==> src/design/elfls_pkg.sv <==
`default_nettype none
package elfls_pkg;

	// Default depth of the segment store.
	localparam int MAX_SEGMENTS_DEF = 16;
	// Page size is fixed at 4096 bytes.
	localparam int PAGE_BITS = 12;
	localparam logic [63:0] PAGE_MASK = 64'h0000_0000_0000_0FFF;
	localparam int PAGE_NUM_W = 64 - PAGE_BITS;

	// Header field values that a valid image must carry.
	localparam logic [31:0] ELF_SIGNATURE = 32'h464C_457F;
	localparam logic [7:0] ELF_CLASS64 = 8'd2;
	localparam logic [7:0] ELF_DATA_LSB = 8'd1;
	localparam logic [7:0] ELF_IDENT_VER = 8'd1;
	localparam logic [31:0] ELF_FILE_VER = 32'd1;
	localparam logic [15:0] ELF_MACHINE = 16'd62;
	localparam logic [15:0] ELF_EXEC_TYPE = 16'd2;
	localparam logic [15:0] ELF_PHDR_SIZE = 16'd56;
	localparam logic [63:0] ELF_MIN_LENGTH = 64'd64;
	localparam logic [31:0] SEG_TYPE_LOAD = 32'd1;
	localparam logic [63:0] SPAN_LIMIT_RESET = 64'd268435456;

	// Configuration register indexes.
	localparam logic [1:0] CFG_IMAGE_LENGTH = 2'd0;
	localparam logic [1:0] CFG_SPAN_LIMIT = 2'd1;

	typedef enum logic [1:0] {
		ACT_HEADER = 2'd0,
		ACT_ENTRY = 2'd1,
		ACT_FINISH = 2'd2,
		ACT_NONE = 2'd3
	} action_t;

	typedef enum logic [4:0] {
		ERR_NONE = 5'd0,
		ERR_TRUNCATED = 5'd1,
		ERR_MAGIC = 5'd2,
		ERR_CLASS = 5'd3,
		ERR_DATA = 5'd4,
		ERR_VERSION = 5'd5,
		ERR_MACHINE = 5'd6,
		ERR_TYPE = 5'd7,
		ERR_ENTRY_SIZE = 5'd8,
		ERR_NO_SEGMENTS = 5'd9,
		ERR_TABLE_BOUNDS = 5'd10,
		ERR_TOO_MANY = 5'd11,
		ERR_FILE_SIZE = 5'd12,
		ERR_OVERFLOW = 5'd13,
		ERR_OUTSIDE_FILE = 5'd14,
		ERR_OVERLAP = 5'd15,
		ERR_SPAN = 5'd16,
		ERR_ENTRY_POINT = 5'd17
	} err_t;

	typedef enum logic [2:0] {
		ST_IDLE,
		ST_HDR,
		ST_ENT,
		ST_RND,
		ST_SCAN,
		ST_FIN,
		ST_FSCAN
	} state_t;

	typedef struct packed {
		logic [1:0] action;
		logic [31:0] type_word;
		logic [31:0] file_version;
		logic [23:0] ident_bytes;
		logic [15:0] machine_code;
		logic [15:0] object_type;
		logic [15:0] entry_size;
		logic [15:0] entry_count;
		logic [63:0] address;
		logic [63:0] offset;
		logic [63:0] stored_size;
		logic [63:0] mem_size;
	} in_item_t;

	typedef struct packed {
		logic [4:0] status;
		logic run_done;
		logic accepted;
		logic [63:0] load_base;
		logic [63:0] load_end;
		logic [63:0] span_base;
		logic [63:0] span_end;
		logic [4:0] segment_count;
	} out_item_t;

	typedef struct packed {
		logic [63:0] image_length;
		logic [63:0] span_limit;
	} cfg_t;

	// One classified request waiting between front and back.
	typedef struct packed {
		action_t kind;
		logic loadable;
		in_item_t item;
	} queue_item_t;

	typedef struct packed {
		logic [PAGE_NUM_W-1:0] page_first;
		logic [PAGE_NUM_W-1:0] page_limit;
		logic [63:0] start;
		logic [63:0] length;
	} seg_t;

	typedef struct packed {
		logic pop;
		logic emit;
		logic run_done;
		logic clear_run;
		logic set_err;
		err_t err;
		logic store;
	} back_ctl_t;

endpackage
`default_nettype wire

==> src/design/elfls_front.sv <==
`default_nettype none
module elfls_front
	import elfls_pkg::*;
(
	input wire logic clk,
	input wire logic arst_n,
	input wire logic in_valid,
	output logic in_stall,
	input wire in_item_t in_data,
	output logic head_valid,
	output queue_item_t head,
	input wire logic head_pop
);

	queue_item_t slot_q [2];
	logic wr_ptr_q;
	logic rd_ptr_q;
	logic [1:0] count_q;
	logic push;
	queue_item_t classified;

	// Classify the incoming request before it enters the queue.
	always_comb begin
		classified.kind = action_t'(in_data.action);
		classified.loadable = (in_data.type_word == SEG_TYPE_LOAD) && (in_data.mem_size != 64'd0);
		classified.item = in_data;
	end

	assign in_stall = (count_q == 2'd2);
	assign push = in_valid && !in_stall;
	assign head_valid = (count_q != 2'd0);
	assign head = slot_q[rd_ptr_q];

	// Queue storage; payload needs no reset.
	always_ff @(posedge clk) begin
		if (push) begin
			slot_q[wr_ptr_q] <= classified;
		end
	end

	// Queue pointers and fill count.
	always_ff @(posedge clk or negedge arst_n) begin
		if (!arst_n) begin
			wr_ptr_q <= 1'b0;
			rd_ptr_q <= 1'b0;
			count_q <= 2'd0;
		end else begin
			if (push) begin
				wr_ptr_q <= !wr_ptr_q;
			end
			if (head_pop) begin
				rd_ptr_q <= !rd_ptr_q;
			end
			count_q <= count_q + {1'b0, push} - {1'b0, head_pop};
		end
	end

endmodule
`default_nettype wire

==> config.mk <==
export PLATFORM = sky130hd
export DESIGN_NAME = elfls_front
export DESIGN_NICKNAME = d
export VERILOG_FILES = /design/src/design/elfls_pkg.sv /design/src/design/elfls_front.sv
export SDC_FILE = /design/constraint.sdc
export NUM_CORES = 1
export LEC_CHECK = 0
export BUFFER_PORTS_ARGS = -buffer_cell sky130_fd_sc_hd__buf_2
export CAP_MARGIN = 20
export CORE_AREA = 4 4 323 325
export DETAILED_ROUTE_END_ITERATION = 10
export DIE_AREA = 0 0 327 329
export GPL_TIMING_DRIVEN = 0
export PLACE_DENSITY_LB_ADDON = 0.3
export SLEW_MARGIN = 20
export SYNTH_ARGS = -nofsm -noshare
export SYNTH_HDL_FRONTEND = slang
export SYNTH_SLANG_ARGS = --single-unit
==> constraint.sdc <==
create_clock -name clk -period 43.7 [get_ports clk]
set_input_delay 4.37 -clock clk [delete_from_list [all_inputs] [get_ports clk]]
set_output_delay 4.37 -clock clk [all_outputs]
set_load 0.005 [all_outputs]
======== Yosys cells after proc, flatten, opt, wreduce, memory -nomap -nowiden ========
Memory sizes are Yosys's and may differ from the RTL's.
Index checks and enable logic that the tools add are counted.
cells by class
  $add $sub $neg .......................... 2
  equal/unequal tests ..................... 2
  multiplexer cells ....................... 2
  reductions and logical operators ........ 7
operators by type and width
  cell                   count
  $reduce_bool A64 Y1    1
  $eq A32 B1 Y1 const B  1
  $logic_not A1 Y1       3
  $add A2 B1 Y2          1
  $eq A2 B2 Y1 const B   1
  $logic_and A1 B1 Y1    2
  $mux W1                2
  $reduce_bool A2 Y1     1
  $sub A2 B1 Y2          1
word-level totals
  register bits ........................... 4
  memory bits (writable) .................. 826
  logic and storage cells ................. 17
  memories kept ........................... 1
memory list
  name    words  width  rd ports  clocked after memory_dff  write ports  RTL line           text
  slot_q  2      413    1         0                         1            elfls_front.sv:15  queue_item_t slot_q [2];

======== Logic depth before layout (Yosys ltp) ========
Gate-level depths: netlist of the first run.
  depth in word-level cells ............... 5
  depth in mapped cells ................... 7
  depth with buffers taken out ............ 7

======== Worst setup path before layout of the first run ========
Ideal clock, no wire load.
  path type ............................... input to register
  start ................................... input in_valid
  end ..................................... memory slot_q[0][0] (netlist bit) (enable)
  setup time .............................. 1.193 ns
  arrival ................................. 21.467 ns
  required time ........................... 42.507 ns
  setup slack ............................. 21.040 ns
  stages .................................. 2
  path through ............................ nand2_1 -> nor2_1
on the way
  cells in the longest elaborated chain, start to end .. 3
ends and longest elaborated chain
  what                           RTL line           text
  from (decl)                    elfls_front.sv:7   input wire logic in_valid,
  $logic_and A1 B1 Y1            elfls_front.sv:30  assign push = in_valid && !in_stall;
  $mux W1                        elfls_front.sv:36  if (push) begin
  $mux W1 (implied by the code)  elfls_front.sv:37  slot_q[wr_ptr_q] <= classified;
  to (decl)                      elfls_front.sv:15
No other way between the ends.

==> impl_metrics.csv, run 1 <==
group,metric,value,unit
run_status,outcome,"finished, final reports clean",
critical_path,critical_path_arrival,2.18,ns
timing,fin_crit,6.55,ns
synthesis,synth_cell_type_count,22,
critical_path,crit_top_cell,"buf_2",
synthesis,yosysWarnings,0,
routing,initialDrtViolationCount,903,
timing,setup_viol,0,
routing,antenna_left,0,
clock_network,cts_tree,"yes",
critical_path,critPathLaunchType,"flop",
clock_network,post_cts_buffers,0,
timing,clock.fmax,153,MHz
critical_path,critPathTopFamily,"buffers and inverters",
clock_network,clkTransAtPathRegs,0.06,ns
clock_network,root_buffer,"clkbuf_16",
routing,drc_errors,0,
die,core-area,0.101,sq mm
timing,rsz0062_at_grt,"false",
placed_design,io_buffer_count,828,
die,ios,829,
placed_design,dp_cells,3553,
clock_network,post_cts.resized_instances,0,
die,rows,117,
placed_design,dp_hpwl,60.8,mm
finish,syn_to_final_growth,29.2,%
routing,vias_per_cell,4.35,
grt,grt_pass1_vias,17700,
power_and_ir_drop,p_per_area,67.7,mW/mm^2
synthesis,syn-num-nets,1746,
grt,grt_pass1_wl,113,mm
timing,finClkSkew,0.0131,ns
critical_path,cp_num_buf_inv,3,
synthesis,ys_top_cells_by_area,"edfxtp_1 (77%), mux2_4 (18%), buf_12 (2.1%), mux2_2 (1.1%), nor4_1 (0.47%)",
synthesis,yosysTopAreaCell,"edfxtp_1",
grt,track_usage,14.2,%
critical_path,cp_cell_sequence,"buf_6 > buf_2 > mux2_2 > buf_2",
timing,finalMaxSlewViolations,0,
timing,hold_violations,0,
clock_network,cts-htree-levels,3,
routing,routed_wl,80.2,mm
routing,firstDrtPassIters,4,
die,die_area,0.108,sq mm
critical_path,cpPeakStageDelay,0.51,ns
die,start_util,31.5,%
routing,wl_per_cell,21.5,microns
hold_path,hold_path.class,"flop to flop",
critical_path,cp_max_fo,10,
synthesis,avgSynthCellArea,24.0,sq um
finish,nets,2692,
clock_network,cts.sinks,826,
grt,grt_max_degree,51,
clock_network,clk_latency,0.65,ns
finish,drive_above_1_share,61.1,%
power_and_ir_drop,ir_drop,49.8,uV
synthesis,netlist_area,0.0320,sq mm
critical_path,crit_type,"flop to output pin",
finish,final_cells,3732,
finish,fin_area,0.0413,sq mm
clock_network,cts_buffers,89,
die,fp.dieW,327,microns
synthesis,seq_area_frac_synth,77.5,%
timing,fin_crit_sh,15.0,%
timing,relSlewSlack,33.1,%
placed_design,place_area,0.0385,sq mm
die,fp.dieH,329,microns
power_and_ir_drop,p_leak,16.3,nW
synthesis,synth_top_area_share,77.2,%
timing,final.setup.tns,0,ns
clock_network,cts_buffer_depth,3,
critical_path,crit_path_end_kind,"output pin",
placed_design,gp_congestion,0.902,
synthesis,syn_inst,1330,
critical_path,required,39.33,ns
flow_run,maxCapViolations,0,
grt,antenna_found_initial,25,
clock_network,cts_hold_buf,0,
finish,utilization,40.7,%
timing,worst_pin_slew,0.995,ns
grt,grt-ovfl-total,0,
routing,num_vias,16200,
synthesis,ys_ff_latch,826,
critical_path,slowest_stage,"mux2_2",
-- state kept, by name, summed over array words and instances, names as in the netlist --
register and flops:
wr_ptr_q 1, rd_ptr_q 1, count_q 2, slot_q 822
-- cells by family (layout without fill, tap and decap cells) --
| group | after synthesis | count (layout) | share of synthesized area, % |
|---|---|---|---|
| flops | 826 | 826 | 77.5 |
| other cells | 0 | 14 | 0 |
| mux | 411 | 411 | 18.9 |
| simple gates | 37 | 37 | 0.712 |
| xor+xnor | 4 | 4 | 0.110 |
| buf+inv | 50 | 1070 | 2.64 |
| fa+ha+maj | 2 | 2 | 0.0783 |
-- where the power goes --
part | internal [mW] | leakage [nW] | switching, mW
Clock | 0.416 | 1.37 | 0.300
Sequential | 1.08 | 7.68 | 0.0398
Combinational | 0.510 | 7.24 | 0.450
Total | 2.01 | 16.3 | 0.790
-- through the flow --
step / worst slack (ns) / power (mW) / hold slack, ns
floorplan: 21.04 / 1.82 / 0.460
global placement: 11.72 / 2.24 / 0.478
detailed placement: 36.70 / 2.12 / 0.513
CTS: 37.02 / 2.85 / 0.521
global route: 37.01 / 2.93 / 0.544
finish: 37.15 / 2.80 / 0.515
-- cells in the final DEF, fill, tap and decap left out, types with 16 or more instances in the layout --
cell       count
buf_12        47
clkbuf_1      22
clkinv_2      16
buf_2        831
edfxtp_1     822
mux2_4       380
clkbuf_16     92
clkinv_1      23
nor4_1        24
mux2_2        31
-- layer usage --
metal  vias up  share of wire (%)  track usage (%)
li1       7311                  -                -
met1      8123                 34             13.9
met2       648                 53             26.2
met3       142                 11             6.38
met4        18                3.0             5.55
met5         -               0.15                0
-- layout make-up --
cell class / instances / area, sq um
Fill cell: 9215 / 60100
Timing Repair Buffer: 855 / 4780
Clock buffer: 114 / 2380
Buffer: 48 / 837
Multi-Input combinational cell: 454 / 6350
Antenna cell: 14 / 35.0
Sequential cell: 826 / 24800
Inverter: 2 / 7.51
Tap cell: 1368 / 1710
Clock inverter: 51 / 413
-- Yosys cell counts, drive strengths merged --
cell type	n
nor2	1
nand2b	1
xnor2	3
mux2	411
dfrtp	4
nor4	24
buf	48
nor3	1
nor4b	1
ha	2
nand4	6
or2	1
xor2	1
and3	1
edfxtp	822
nand2	1
inv	2
-- path summary, 6_finish.rpt --
kind | start | to | slack (ns) | cells after the start
setup reg to reg | count_q[1] | slot_q[0][189] | 40.65 | 10
max in group asynchronous | arst_n | rd_ptr_q | 40.04 | 1
hold / removal | count_q[1] | count_q[1] | 0.51 | 1
min in group asynchronous | arst_n | count_q[0] | 3.54 | 1
hold reg to reg | count_q[1] | count_q[1] | 0.51 | 1
setup / recovery | rd_ptr_q | head[378] | 37.15 | 4
-- worst reg2reg max path: cells and delay by family (launching register included) --
family | cells | cell delay, ns
buf+inv | 7 | 1.46
flops | 1 | 0.40
simple gates | 3 | 0.87
(Power assumes the default switching activity.)
==> run 2, diff against run 1 <==
--- a/config.mk
+++ b/config.mk
@@ -7,9 +7,9 @@
 export LEC_CHECK = 0
 export BUFFER_PORTS_ARGS = -buffer_cell sky130_fd_sc_hd__buf_2
 export CAP_MARGIN = 20
-export CORE_AREA = 4 4 323 325
+export CORE_AREA = 4 4 317 319
 export DETAILED_ROUTE_END_ITERATION = 10
-export DIE_AREA = 0 0 327 329
+export DIE_AREA = 0 0 321 323
 export GPL_TIMING_DRIVEN = 0
 export PLACE_DENSITY_LB_ADDON = 0.3
 export SLEW_MARGIN = 20
==> constraint.sdc (replaced) <==
create_clock -name clk -period 6.5 [get_ports clk]
set_input_delay 0.65 -clock clk [delete_from_list [all_inputs] [get_ports clk]]
set_output_delay 0.65 -clock clk [all_outputs]
set_load 0.005 [all_outputs]
==> impl_metrics.csv, run 2 (synthesized netlist as in run 1, its figures left out) <==
group,metric,value,unit
clock_network,cts_tree,"yes",
finish,largest-register,"slot_q",
finish,top_regs,"slot_q x822, count_q x2",
power_and_ir_drop,p_leak,16.4,nW
routing,wl_per_cell,22.0,microns
placed_design,dp_hpwl,61.2,mm
clock_network,cts_buffers,89,
critical_path,critPathLaunchType,"flop",
hold_path,hold_path.class,"input pin to flop",
finish,utilization,42.3,%
grt,antenna_found_initial,34,
die,ios,829,
critical_path,critPathLaunch,"count_q[1]",
routing,initialDrtViolationCount,882,
placed_design,gp_congestion,0.808,
timing,final.setup.tns,0,ns
grt,track_usage,14.8,%
critical_path,cp_max_fo,26,
critical_path,crit_type,"flop to flop",
routing,antenna_left,0,
timing,relSlewSlack,54.0,%
routing,routed_wl,80.5,mm
critical_path,required,6.83,ns
clock_network,clkTransAtPathRegs,0.06,ns
clock_network,root_buffer,"clkbuf_16",
grt,grt_max_degree,55,
critical_path,r2r-start,"count_q[1]",
routing,firstDrtPassIters,5,
power_and_ir_drop,p_per_area,458,mW/mm^2
routing,num_vias,16100,
finish,layout_commonest_cell,"buf_2",
timing,hold_violations,0,
timing,fin_crit_sh,45.0,%
timing,fin_crit,2.93,ns
critical_path,reg2reg_to,"slot_q[0][105]",
timing,fin_ws,3.57,ns
die,core-area,0.0978,sq mm
clock_network,cts.sinks,826,
placed_design,io_buffer_count,828,
timing,finClkSkew,0.0143,ns
power_and_ir_drop,ir_drop,311,uV
critical_path,crit_path_end_kind,"flop",
critical_path,endpoint,"slot_q[0][105]",
finish,final_cell_mix,"buf_2 (831), edfxtp_1 (822), mux2_4 (380)",
timing,setup_viol,0,
timing,finalMaxSlewViolations,0,
critical_path,critical_path_arrival,3.26,ns
clock_network,clk_latency,0.64,ns
grt,grt-ovfl-total,0,
routing,drc_errors,0,
flow_run,maxCapViolations,0,
timing,worst_pin_slew,0.684,ns
die,rows,115,
finish,drive_above_1_share,61.4,%
clock_network,cts-htree-levels,3,
clock_network,cts_buffer_depth,3,
power_and_ir_drop,p_total,18.9,mW
timing,clock.fmax,342,MHz
finish,nets,2695,
timing,rsz0062_at_grt,"false",
finish,largest_register_ffs,822,
critical_path,reg2reg_depth,10,
die,die_area,0.104,sq mm
placed_design,pre_cts_slack,3.40,ns
die,fp.dieH,323,microns
run_status,outcome,"finished, final reports clean",
finish,syn_to_final_growth,29.4,%
grt,grt_pass1_wl,113,mm
die,start_util,32.7,%
timing,timing.hold.ws,0.196,ns
grt,grt_pass1_vias,17500,
die,fp.dieW,321,microns
routing,vias_per_cell,4.41,
critical_path,rrSetupSlack,3.57,ns
==> run 2: per-layer routing <==
metal / up-vias / wire [microns] / global-route usage, %
met5: - / 115 / 0
met4: 18 / 2100 / 4.65
li1: 7312 / - / -
met2: 666 / 42400 / 27.2
met3: 134 / 8500 / 6.81
met1: 7997 / 27400 / 15.0
==> run 2: per-stage QoR <==
stage          instance area [sq um]  cells
6_report                       41400   3658
2_1_floorplan                  32000   1330
5_1_grt                        41300   3645
3_5_place_dp                   38500   3474
3_3_place_gp                   37800   3445
4_1_cts                        41300   3637
==> run 2: repair_timing <==
item | in CTS | in global routing
endpoints found under the hold margin | 4 | 0
buffers inserted | 0 | 0
hold buffers | 1 | 0
gates resized for setup | 0 | 0
==> run 2: power by group <==
group          internal [mW]  switching (mW)  total (mW)
registers               7.26           0.264        7.52
logic                   3.46            3.05        6.52
clock network           2.88            2.03        4.90
==> run 2: how the worst min path moves through the flow <==
| stage | startpoint | endpoint | slack, ns | cells after the start |
|---|---|---|---|---|
| 3_3_place_gp | arst_n | wr_ptr_q | 0.46 | 1 |
| 2_1_floorplan | arst_n | count_q[0] | 0.35 | 0 |
| 6_report | in_data[330] | slot_q[0][330] | 0.20 | 1 |
| 3_5_place_dp | arst_n | count_q[1] | 0.46 | 1 |
| 4_1_cts | in_data[68] | slot_q[0][68] | 0.12 | 1 |
| 5_1_grt | in_data[282] | slot_q[0][282] | 0.13 | 1 |
==> run 2: area by class of cell <==
class	instances	area (sq um)
repair buffers	858	4860
clock buffers	112	2380
inverters	2	7.51
well taps	1287	1610
diodes	21	52.6
fillers	8766	56500
plain buffers	48	837
clock inverters	50	468
flip-flops and latches	826	24800
multi-input cells	454	6370
==> run 2: critical path, cell delays in order (launching register included) <==
cell,delay [ns]
dfrtp_1,0.41
nand2b_1,0.23
nand2_8,0.09
nor2_4,0.43
buf_16,0.24
buf_16,0.17
buf_16,0.17
buf_12,0.19
buf_12,0.22
buf_12,0.22
buf_16,0.19
